$ cat config.mk
export PLATFORM = sky130hd
export DESIGN_NAME = mlfs_scan
export DESIGN_NICKNAME = d
export VERILOG_FILES = /design/src/rtl/core/mlfs_pkg.sv /design/src/rtl/core/mlfs_scan.sv
export SDC_FILE = /design/constraint.sdc
export NUM_CORES = 1
export LEC_CHECK = 0
export ABC_AREA = 1
export BUFFER_PORTS_ARGS = -buffer_cell sky130_fd_sc_hd__buf_2
export CAP_MARGIN = 0
export CORE_MARGIN = 2
export CORE_UTILIZATION = 39
export CTS_BUF_LIST = sky130_fd_sc_hd__clkbuf_2 sky130_fd_sc_hd__clkbuf_4 sky130_fd_sc_hd__clkbuf_8
export DETAILED_ROUTE_END_ITERATION = 10
export PLACE_DENSITY_LB_ADDON = 0.2
export SYNTH_ARGS = -nofsm -noshare
export SYNTH_HDL_FRONTEND = slang
export SYNTH_SLANG_ARGS = --single-unit
$ cat constraint.sdc
create_clock -name clk -period 2.9 [get_ports clk]
set_input_delay 0.29 -clock clk [delete_from_list [all_inputs] [get_ports clk]]
set_output_delay 0.29 -clock clk [all_outputs]
set_load 0.005 [all_outputs]
$ cat src/rtl/core/mlfs_pkg.sv
// Package for the monochrome LCD framebuffer scan-out block.
// Holds request codes, display command bytes, geometry constants and shared types.
// No dependencies.
`default_nettype none

package mlfs_pkg;

  localparam int unsigned SCREEN_WIDTH  = 128;
  localparam int unsigned SCREEN_HEIGHT = 64;

  localparam int unsigned ADDR_W  = 9;   // 512 store words
  localparam int unsigned WORD_W  = 16;
  localparam int unsigned ROW_W   = 5;   // 32 half-screen rows
  localparam int unsigned SLOT_W  = 6;   // 34 slots per row
  localparam logic [SLOT_W-1:0] SLOT_LAST = 6'd33;
  localparam logic [ROW_W-1:0]  ROW_LAST  = 5'd31;

  typedef enum logic [1:0] {
    REQ_SET   = 2'd0,
    REQ_GET   = 2'd1,
    REQ_CLEAR = 2'd2,
    REQ_SCAN  = 2'd3
  } req_t;

  localparam logic [7:0] CMD_BEGIN = 8'h36;
  localparam logic [7:0] CMD_ADDR  = 8'h80;
  localparam logic [7:0] CMD_END   = 8'h32;
  localparam logic [7:0] CMD_CLEAR = 8'h01;

  // What the scan sequencer says about the current stream position.
  typedef struct packed {
    logic              is_data;     // byte comes from the store
    logic              hi_byte;     // high byte of the word when is_data
    logic [ADDR_W-1:0] addr;        // store word for a data byte
    logic [7:0]        cmd_byte;    // command byte when not is_data
    logic              last;        // final byte of the pass
  } scan_info_t;

endpackage

`default_nettype wire

$ cat src/rtl/core/mlfs_scan.sv
// Scan-out sequencer: tracks the position in the 1090-byte stream.
// Depends on mlfs_pkg.
`default_nettype none

module mlfs_scan
  import mlfs_pkg::*;
(
  input  wire logic clk,
  input  wire logic rst_n,
  input  wire logic advance,
  output      scan_info_t info
);

  typedef enum logic [2:0] {
    SEG_BEGIN = 3'b001,
    SEG_BODY  = 3'b010,
    SEG_END   = 3'b100
  } seg_t;

  seg_t              seg_r, seg_nxt;
  logic [ROW_W-1:0]  row_r, row_nxt;
  logic [SLOT_W-1:0] slot_r, slot_nxt;
  logic [4:0]        data_idx;

  // Data slots start at two; the byte index within the row drives column and half.
  assign data_idx = 5'(slot_r - SLOT_W'(2));

  always_comb begin
    info.is_data  = 1'b0;
    info.hi_byte  = ~data_idx[0];
    info.addr     = {data_idx[4:1], row_r};
    info.cmd_byte = CMD_BEGIN;
    info.last     = 1'b0;
    unique case (seg_r)
      SEG_BEGIN: info.cmd_byte = CMD_BEGIN;
      SEG_END: begin
        info.cmd_byte = CMD_END;
        info.last     = 1'b1;
      end
      SEG_BODY: begin
        if (slot_r == SLOT_W'(0)) begin
          info.cmd_byte = CMD_ADDR + {3'b000, row_r};
        end else if (slot_r == SLOT_W'(1)) begin
          info.cmd_byte = CMD_ADDR;
        end else begin
          info.is_data = 1'b1;
        end
      end
      default: info.cmd_byte = CMD_BEGIN;
    endcase
  end

  always_comb begin
    seg_nxt  = seg_r;
    row_nxt  = row_r;
    slot_nxt = slot_r;
    if (advance) begin
      unique case (seg_r)
        SEG_BEGIN: begin
          seg_nxt  = SEG_BODY;
          row_nxt  = '0;
          slot_nxt = '0;
        end
        SEG_BODY: begin
          if (slot_r == SLOT_LAST) begin
            slot_nxt = '0;
            if (row_r == ROW_LAST) begin
              seg_nxt = SEG_END;
            end else begin
              row_nxt = row_r + ROW_W'(1);
            end
          end else begin
            slot_nxt = slot_r + SLOT_W'(1);
          end
        end
        SEG_END: seg_nxt = SEG_BEGIN;
        default: seg_nxt = SEG_BEGIN;
      endcase
    end
  end

  always_ff @(posedge clk) begin
    if (!rst_n) begin
      seg_r  <= SEG_BEGIN;
      row_r  <= '0;
      slot_r <= '0;
    end else begin
      seg_r  <= seg_nxt;
      row_r  <= row_nxt;
      slot_r <= slot_nxt;
    end
  end

endmodule

`default_nettype wire

==> results.py <==
metrics = {
    "synthesis": {
        "synth_edf_count": 0,
        "yosys.area.top_type_share": 0.272,
        "synth.area.top_cells": "dfxtp_1 27%, nand2_1 11%, ha_1 8.5%",
        "synth_common_cells": "29 x nand2_1, 21 x nor2_1, 20 x inv_1",
        "post-synth-top-count-cell": "nand2_1",
        "ys_ff_latch": 14,
        "synth_nets": 160,
        "syn-cell-area_sq_um": 1030,
        "ys_types": 26,
        "yosysSeqAreaShare": 0.272,
        "synthCells": 150,
        "synth_warnings": 0,
        "syn_avg_cell_area_sq_um": 6.88,
        "ys.flop_type": "dfxtp_1",
        "async_flop_share": 0,
        "yosys.area.top_type": "dfxtp_1",
    },
    "critical_path": {
        "crit_type": "flip-flop to output pin",
        "worstPathArrival_ps": 1720,
        "startpoint_type": "flip-flop",
        "crit_path_cell_trace": "inv_1 > ha_1 > nand3_1 > inv_1 > nor2_1 > nor2_2 > a21oi_1 > buf_2",
        "required_ps": 2610,
        "crit_fanout": 5,
        "cp_common_cell": "inv_1",
        "cpMaxStageDelayCell": "dfxtp_1",
        "endpoint_kind": "output pin",
        "max_stage_delay_ps": 390,
    },
    "drt": {
        "wire_per_inst_um": 10.7,
        "drt_wl_total_um": 2130,
        "met3WireLength_um": 77,
        "drt_iter0_markers": 16,
        "top_layer_used": "met4",
        "first_pass_iters": 4,
        "drc": 0,
        "via_per_inst": 4.75,
        "drt.antenna.violating_nets": 0,
        "drt-met1-wl_um": 1040,
        "vias": 940,
        "met2_wirelength_um": 994,
    },
    "cts": {
        "ctsHoldBuffers": 0,
        "cts_resized": 0,
        "clock_path_buffers": 2,
        "h-tree-depth": 1,
        "cts_tree": "done",
        "clkSinkCount": 14,
        "clkLatencyLatePin_ps": 280,
        "root_buffer": "clkbuf_4",
        "cts-buffers-inserted": 3,
        "clk_pin_slew_ps": 90,
        "cts_setup_buffers": 0,
    },
    "die": {
        "core-area_sq_um": 2500,
        "fp-row-count": 18,
        "start_util": 0.413,
        "fp.dieW_um": 55.4,
        "die_h_um": 55.4,
        "die_area_sq_um": 3070,
        "io_pins": 23,
    },
    "sta": {
        "finalCritPeriodShare": 0.695,
        "timing.final.crit_period_ps": 2010,
        "slew_viol_final": 0,
        "grt_setup_unrepaired": "false",
        "fin_tns_setup_ps": 0,
        "fmax_mhz": 496,
        "finClkSkew_ps": 7.34,
        "whs_ps": 313,
        "setup_ws_ps": 885,
        "finalSetupViolCount": 0,
        "hold_violations": 0,
    },
    "layout": {
        "final_core_util": 0.459,
        "nets": 179,
        "nFillCells": 261,
        "syn_to_final_growth_pct": 11.3,
        "n_antenna_cell": 0,
        "design_area_sq_um": 1150,
        "drive_gt1_frac": 0.244,
    },
    "global_routing": {
        "antenna_found_initial": 0,
        "grt_usage": 0.147,
        "grt_pass1_vias": 849,
        "grt_max_degree": 13,
        "grt_pass1_wl_um": 3640,
        "grt_overflow": 0,
    },
    "placed_design": {
        "dpl_worst_slack_ps": 1210,
        "dp_hpwl_um": 1700,
        "place_congestion": 0.811,
        "io_buffers": 21,
        "dpl_cell_area_sq_um": 1110,
    },
    "run": {
        "cap_violations": 0,
    },
    "power_and_ir_drop": {
        "p_leak_nw": 0.574,
        "p_per_area_nw_per_um2": 395,
        "ir_drop_mv": 0.276,
    },
    "worst_hold_path": {
        "hold_path.class": "input pin to flip-flop",
    },
    "outcome": {
        "outcome": "finished clean",
    },
}
==> sequential cells by signal, indices dropped and copies added (netlist names) <==
name,cells
slot_r,6
row_r,5
seg_r,3
==> stage by stage <==
step | std cells | power, mW
after floorplan | 150 | 0.294
after global placement | 194 | 0.315
after detailed placement | 194 | 0.317
after CTS | 198 | 0.462
after global routing | 198 | 0.484
final | 198 | 0.454
==> cell families (layout without fill, tap and decap cells) <==
kind of cell	after synthesis	after routing	synth area share
XOR/XNOR	3	3	0.0255
AO/OA/AOI/OAI	14	14	0.0703
flip-flops	14	14	0.272
AND/OR/NAND/NOR	80	80	0.394
adder cells (fa/ha/maj)	7	7	0.0848
other	1	1	0.00363
buffers and inverters	31	49	0.150
==> where the power goes <==
group,internal [mW],switching [mW],total (mW),leakage (nW)
clock,0.0764,0.0658,0.142,0.0210
sequential,0.203,0.0107,0.214,0.114
combinational,0.0365,0.0617,0.0982,0.439
==> final timing paths <==
kind,startpoint,to,slack (ps),cells after the start
worst max-delay path,slot_r[1]$_SDFFE_PN0P_,info[3],890,8
worst min-delay path,rst_n,seg_r[0]$_SDFFE_PN1P_,310,2
worst max register to register,row_r[0]$_SDFFE_PN0P_,row_r[0]$_SDFFE_PN0P_,1330,10
worst min register to register,slot_r[1]$_SDFFE_PN0P_,slot_r[1]$_SDFFE_PN0P_,510,2
==> critical path: cells and delay by family (launching register included) <==
family          cells  cell delay, ps
simple gates        3             380
fa+ha+maj           1             210
flops               1             390
buf+inv             3             340
compound gates      1             120
==> routing by layer <==
layer / vias to the layer above / track usage
met5: - / 0
met1: 423 / 0.178
met3: 2 / 0.0562
met4: 0 / 0.0244
li1: 505 / -
met2: 10 / 0.248
==> final cells by class <==
class,count,area [sq um],area share
Tap cell,30,37.5,0.0327
Inverter,24,92.6,0.0806
Timing Repair Buffer,21,105,0.0915
Sequential cell,14,280,0.244
Multi-Input combinational cell,105,597,0.520
Clock buffer,4,36.3,0.0316
==> cells in the final DEF, fill, tap and decap left out, types with 3 or more instances in the layout <==
master / instances
nand2_2: 3
nand2_1: 29
ha_1: 7
xor2_1: 3
inv_1: 20
o21ai_0: 5
nor2_1: 21
nand4_1: 3
inv_2: 3
dfxtp_1: 14
clkbuf_4: 3
buf_2: 21
nor3_1: 5
a21oi_1: 8
nand3_1: 9
Power figures use the tool's default switching activity.
